==> config.mk <==
export PLATFORM = sky130hd
export DESIGN_NAME = ohs_front_flat
export DESIGN_NICKNAME = d
export VERILOG_FILES = /design/src/rtl/core/open_addressing_hash_set_core_defines.svh /design/src/rtl/core/ohs_pkg.sv /design/src/rtl/core/ohs_if.sv /design/src/rtl/core/ohs_front.sv /design/src/flat_wrapper.sv
export SDC_FILE = /design/constraint.sdc
export NUM_CORES = 1
export LEC_CHECK = 0
export BUFFER_PORTS_ARGS = -buffer_cell sky130_fd_sc_hd__buf_2
export CELL_PAD_IN_SITES_DETAIL_PLACEMENT = 1
export CELL_PAD_IN_SITES_GLOBAL_PLACEMENT = 2
export CORE_UTILIZATION = 38
export CTS_CLUSTER_SIZE = 28
export DETAILED_ROUTE_END_ITERATION = 16
export PLACE_DENSITY_LB_ADDON = 0.1
export SYNTH_ARGS = -nofsm -noshare
export SYNTH_HDL_FRONTEND = slang
export SYNTH_SLANG_ARGS = --single-unit
==> constraint.sdc <==
create_clock -name clock -period 5.7 [get_ports clock]
set_clock_uncertainty 0.05 [all_clocks]
set_input_delay 1.14 -clock clock [delete_from_list [all_inputs] [get_ports clock]]
set_output_delay 1.14 -clock clock [all_outputs]
set_load 0.1 [all_outputs]
==> src/rtl/core/open_addressing_hash_set_core_defines.svh <==
// ----------------------------------------------------------------------------
// Assertion macros for the hash set core.
// Each macro expects signals named clock and reset in the scope of use.
// ----------------------------------------------------------------------------
`ifndef OPEN_ADDRESSING_HASH_SET_CORE_DEFINES_SVH
`define OPEN_ADDRESSING_HASH_SET_CORE_DEFINES_SVH

// The consequent must hold in the same cycle as the antecedent.
`define OHS_ASSERT_NOW(label, ante, cons, msg) \
   label: assert property (@(posedge clock) disable iff (reset) (ante) |-> (cons)) \
      else $error(msg);

// The consequent must hold in the cycle after the antecedent.
`define OHS_ASSERT_NEXT(label, ante, cons, msg) \
   label: assert property (@(posedge clock) disable iff (reset) (ante) |=> (cons)) \
      else $error(msg);

`endif

==> src/rtl/core/ohs_pkg.sv <==
// ----------------------------------------------------------------------------
// ohs_pkg
// Types and constants shared by the hash set core and its channels.
// ----------------------------------------------------------------------------
`timescale 1ns / 1ps

package ohs_pkg;

   // Table geometry.
   localparam int CAPACITY = 256;
   localparam int IDX_W    = $clog2(CAPACITY);
   localparam int CNT_W    = $clog2(CAPACITY + 1);
   localparam int KEY_W    = 64;
   localparam int SLOT_W   = 8;
   localparam int OP_W     = 3;
   localparam int STAT_W   = 2;

   // Command queue geometry.
   localparam int QUEUE_DEPTH = 2;
   localparam int QPTR_W      = (QUEUE_DEPTH > 1) ? $clog2(QUEUE_DEPTH) : 1;
   localparam int QFILL_W     = $clog2(QUEUE_DEPTH + 1);

   // Operation codes; codes 6 and 7 have no meaning.
   typedef enum logic [OP_W-1:0] {
      OP_LOOKUP     = 3'd0,
      OP_INSERT     = 3'd1,
      OP_DELETE_KEY = 3'd2,
      OP_DELETE_AT  = 3'd3,
      OP_CLEAR      = 3'd4,
      OP_READ       = 3'd5
   } op_type;

   // Result status codes.
   typedef enum logic [STAT_W-1:0] {
      ST_OK       = 2'd0,
      ST_NO_FREE  = 2'd1,
      ST_BAD_SLOT = 2'd2
   } status_type;

   // One classified command as it waits in the queue.
   typedef struct packed {
      op_type            op;
      logic [KEY_W-1:0]  key;
      logic [IDX_W-1:0]  start;
      logic              probe;
   } cmd_type;

   // Head of the command queue as seen by the back end.
   typedef struct packed {
      logic    valid;
      cmd_type cmd;
   } queue_head_type;

endpackage

==> src/rtl/core/ohs_if.sv <==
// ----------------------------------------------------------------------------
// ohs channel interfaces
// Request and response channels with a valid/ready handshake.
// ----------------------------------------------------------------------------
`timescale 1ns / 1ps

interface ohs_req_if;
   import ohs_pkg::*;

   logic              valid;
   logic              ready;
   logic [OP_W-1:0]   op;
   logic [KEY_W-1:0]  key;
   logic [SLOT_W-1:0] slot;

   modport source (output valid, op, key, slot, input ready);
   modport sink   (input valid, op, key, slot, output ready);
endinterface


==> src/rtl/core/ohs_front.sv <==
// ----------------------------------------------------------------------------
// ohs_front
// Accepts request beats, classifies them and holds them in a short queue.
// ----------------------------------------------------------------------------
`timescale 1ns / 1ps

module ohs_front (
   input  logic                    clock,
   input  logic                    reset,
   ohs_req_if.sink                 req_bus,
   output ohs_pkg::queue_head_type head,
   input  logic                    pop
);
   import ohs_pkg::*;

   cmd_type            queue_ff [QUEUE_DEPTH];
   logic [QPTR_W-1:0]  wr_ptr_ff, wr_ptr_in;
   logic [QPTR_W-1:0]  rd_ptr_ff, rd_ptr_in;
   logic [QFILL_W-1:0] fill_ff, fill_in;
   logic               push;
   cmd_type            cmd_new;

   // Classify the incoming beat: probe operations start at the home slot,
   // slot operations at the given slot.
   always_comb begin
      cmd_new.op  = op_type'(req_bus.op);
      cmd_new.key = req_bus.key;
      case (op_type'(req_bus.op)) inside
         OP_LOOKUP, OP_INSERT, OP_DELETE_KEY: begin
            cmd_new.start = req_bus.key[IDX_W-1:0];
            cmd_new.probe = 1'b1;
         end
         default: begin
            cmd_new.start = IDX_W'(req_bus.slot);
            cmd_new.probe = 1'b0;
         end
      endcase
   end

   assign req_bus.ready = (fill_ff != QFILL_W'(QUEUE_DEPTH));
   assign push          = req_bus.valid && req_bus.ready;

   // Pointer and fill bookkeeping; pointers wrap at the queue depth.
   always_comb begin
      wr_ptr_in = wr_ptr_ff;
      rd_ptr_in = rd_ptr_ff;
      if (push) begin
         wr_ptr_in = (wr_ptr_ff == QPTR_W'(QUEUE_DEPTH - 1)) ? '0 : wr_ptr_ff + QPTR_W'(1);
      end
      if (pop) begin
         rd_ptr_in = (rd_ptr_ff == QPTR_W'(QUEUE_DEPTH - 1)) ? '0 : rd_ptr_ff + QPTR_W'(1);
      end
      fill_in = fill_ff + QFILL_W'(push) - QFILL_W'(pop);
   end

   always_ff @(posedge clock) begin
      if (reset) begin
         wr_ptr_ff <= '0;
         rd_ptr_ff <= '0;
         fill_ff   <= '0;
      end else begin
         wr_ptr_ff <= wr_ptr_in;
         rd_ptr_ff <= rd_ptr_in;
         fill_ff   <= fill_in;
      end
   end

   // Queue storage needs no reset.
   always_ff @(posedge clock) begin
      if (push) begin
         queue_ff[wr_ptr_ff] <= cmd_new;
      end
   end

   assign head.valid = (fill_ff != '0);
   assign head.cmd   = queue_ff[rd_ptr_ff];

endmodule

==> src/flat_wrapper.sv <==
// flat-port wrapper written by rule: the top's interface ports become plain ports
module ohs_front_flat import ohs_pkg::*;
  (clock, reset, head, pop, req_bus_valid, req_bus_op, req_bus_key, req_bus_slot, req_bus_ready);
  ohs_req_if req_bus_i ();
  input  logic clock;
  input  logic reset;
  output ohs_pkg::queue_head_type head;
  input  logic pop;
  input wire logic [$bits(req_bus_i.valid)-1:0] req_bus_valid;
  input wire logic [$bits(req_bus_i.op)-1:0] req_bus_op;
  input wire logic [$bits(req_bus_i.key)-1:0] req_bus_key;
  input wire logic [$bits(req_bus_i.slot)-1:0] req_bus_slot;
  output wire logic [$bits(req_bus_i.ready)-1:0] req_bus_ready;
  assign req_bus_i.valid = req_bus_valid;
  assign req_bus_i.op = req_bus_op;
  assign req_bus_i.key = req_bus_key;
  assign req_bus_i.slot = req_bus_slot;
  assign req_bus_ready = req_bus_i.ready;
  ohs_front u_core (.clock(clock), .reset(reset), .req_bus(req_bus_i), .head(head), .pop(pop));
endmodule
==> flow_summary.json <==
{
  "path_clk_slew_ns": 0.05,
  "cap_viol_max_count": 0,
  "hold_path_startpoint": "u_core.rd_ptr_ff",
  "fin_crit_ns": 3.74,
  "fmax_mhz": 267,
  "syn_area_um2": 5970,
  "die-area_um2": 16200,
  "drv_slew": 0,
  "synth_xor_area_frac": 0.00440,
  "antenna_found_initial": 0,
  "hold_class": "register to register",
  "placed_cells": 633,
  "die_x_um": 127,
  "synthSimpleGateAreaFrac": 0.0107,
  "synth_seq_cells": 157,
  "finalPower_mw": 3.93,
  "switchingPower_mw": 1.55,
  "r2r-end": "u_core.queue_ff[1][1]",
  "finalSetupTns_ns": 0,
  "dieHeight_um": 127,
  "hold_viol": 0,
  "drive_gt1_frac": 0.606,
  "ir_worst_vdd_uv": 262,
  "place.port_buffers": 156,
  "syn2layout_area_growth_pct": 26.5,
  "worstSetupEndpointType": "output port",
  "ctsHoldBuffers": 0,
  "rows": 45,
  "grt_max_degree": 61,
  "gp_congestion": 0.689,
  "synth_cell_type_count": 20,
  "p_leak_nw": 2.89,
  "grt_pass1_vias": 3018,
  "synth_fp_nets": 351,
  "cts_setup_buffers": 0,
  "layout_commonest_cell": "buf_2",
  "min_to": "u_core.rd_ptr_ff",
  "p_int_mw": 2.37,
  "grt_pass1_wl_um": 16200,
  "fillers": 1486,
  "grt_remaining_overflow": 0,
  "syn_avg_cell_area_um2": 22.1,
  "critPathRequiredTime_ns": 4.51,
  "preCtsSetupSlack_ns": 2.34,
  "detail-route-antenna-nets": 0,
  "switching_share": 0.395,
  "path_cells": "buf_4 -> mux2_2 -> buf_2",
  "vias": 2926,
  "drt_drc_violations_left": 0,
  "use_met2": 0.220,
  "synthAdderAreaFrac": 0.00419,
  "synth-compound-area-share": 0.00356,
  "h-tree-depth": 4,
  "cts_tree": "yes",
  "setup.worst_path.class": "register to output port",
  "synth_top_family_by_area": "multiplexers",
  "worstPathMaxFanout": 60,
  "ioPinCount": 157,
  "regArea_um2": 4670,
  "gr-usage-met3": 0.0473,
  "wl_per_cell_um": 16.0,
  "synth-seq-area-share": 0.781,
  "grt_setup_unrepaired": "false",
  "clock-root-buffer": "clkbuf_16",
  "cts.sinks": 157,
  "busiest_layer": "met2",
  "setup_viol": 0,
  "fin_crit_sh": 0.656,
  "ctsResizeCount": 0,
  "arrival_ns": 2.55,
  "max-clock-path-buffers": 2,
  "grt_usage": 0.137,
  "finalNetCount": 522,
  "dp_hpwl_um": 7050,
  "routed_wirelength_um": 10700,
  "reg2reg_slack_ns": 3.61,
  "whs_path_depth": 2,
  "cp_slowest_stage_delay_ns": 1.00,
  "muxShareOfSynthArea": 0.184,
  "outcome": "completed",
  "relSlewSlack": 0.342,
  "finalWorstSetupSlack_ns": 1.96,
  "p_per_area_nw_per_um2": 520,
  "clkPwrFrac": 0.268,
  "worstReg2RegStart": "u_core.fill_ff[0]",
  "worstRegToRegCells": 3,
  "worst_path_max_delay_cell": "dfxtp_4",
  "yosys_warnings": 0,
  "worst_pin_slew_ns": 0.987,
  "grt.met1_usage": 0.168,
  "layout_common_cells": "buf_2, edfxtp_1, mux2_2",
  "worstSkewPairLatency_ns": 0.41,
  "vias_per_cell": 4.40,
  "core_area_um2": 15300,
  "pwr-share-seq": 0.392,
  "dr.pass1.iters": 4,
  "cts_made_buffers": 17,
  "crit_path_start_kind": "register",
  "n_antenna_cell": 0,
  "comb_power_share": 0.340,
  "utilization": 0.495,
  "synthCells": 270,
  "fin_cells": 665,
  "multi_input_area_um2": 1240,
  "drtIter0Drc": 103,
  "start_util": 0.391
}
-- critical path, delay by kind of cell, from the launching register on --
family | cells | cell delay (ns)
multiplexers | 1 | 0.38
buffers and inverters | 2 | 0.72
flip-flops | 1 | 1.00
-- final cells by class --
class | instances | area share
clock buffers | 20 | 0.0578
clock inverters | 12 | 0.0161
inverters | 2 | 0.000994
multi-input cells | 103 | 0.165
flip-flops and latches | 157 | 0.618
well taps | 211 | 0.0350
repair buffers | 160 | 0.107
-- flip-flops by register name (all words and copies together), names as in the netlist, named ones only --
signal / count
u_core.fill_ff: 2
u_core.queue_ff: 152
u_core.rd_ptr_ff: 1
u_core.wr_ptr_ff: 1
-- power by group through the flow --
| stage | clock network [mW] | registers [mW] | logic, mW |
|---|---|---|---|
| 2_1_floorplan | 0 | 1.55 | 1.17 |
| 3_3_place_gp | 0 | 1.56 | 1.34 |
| 3_5_place_dp | 0 | 1.57 | 1.35 |
| 4_1_cts | 1.08 | 1.54 | 1.35 |
| 5_1_grt | 1.12 | 1.56 | 1.38 |
| 6_report | 1.05 | 1.54 | 1.33 |
-- through the flow --
step                instance area [µm²]  hold slack, ns
floorplan                          5970           0.421
finish                             7550           0.490
global route                       7550           0.545
CTS                                7550           0.496
global placement                   7000           0.447
detailed placement                 7000           0.473
-- kinds of logic after synthesis --
kind of cell,count (synthesis)
buf+inv,10
compound gates,2
simple gates,12
xor+xnor,3
fa+ha+maj,2
mux,84
flops,157
-- synth_stat cells --
master	n	area, µm²
xor2_1	1	8.76
o21ai_0	1	5.00
buf_2	3	15.0
or2_2	1	6.26
ha_1	2	25.0
nor2b_1	2	12.5
buf_6	4	45.0
mux2_2	44	495
inv_1	2	7.51
dfxtp_1	5	100
a21oi_4	1	16.3
and2_1	1	6.26
nand2b_1	2	12.5
nor2_1	4	15.0
and3_1	1	6.26
edfxtp_1	152	4560
mux2_4	40	601
nand3_1	1	5.00
buf_4	1	7.51
xnor2_1	2	17.5
-- worst max-delay path by stage --
stage | start | endpoint | slack [ns] | depth (start not counted)
global placement | register | head[75] | 2.36 | 3
CTS | register | head[75] | 1.89 | 3
floorplan | u_core.fill_ff[0] | u_core.queue_ff[0][0] | 0.35 | 3
finish | register | head[75] | 1.96 | 3
detailed placement | register | head[75] | 2.34 | 3
global route | register | head[75] | 1.81 | 3
-- routing by layer --
layer | wire length, µm | part of all wire
met4 | 148 | 0.014
met1 | 4540 | 0.43
met5 | 0 | 0
met2 | 5250 | 0.49
met3 | 712 | 0.067
Note: power is estimated with default switching activity, not from simulation.
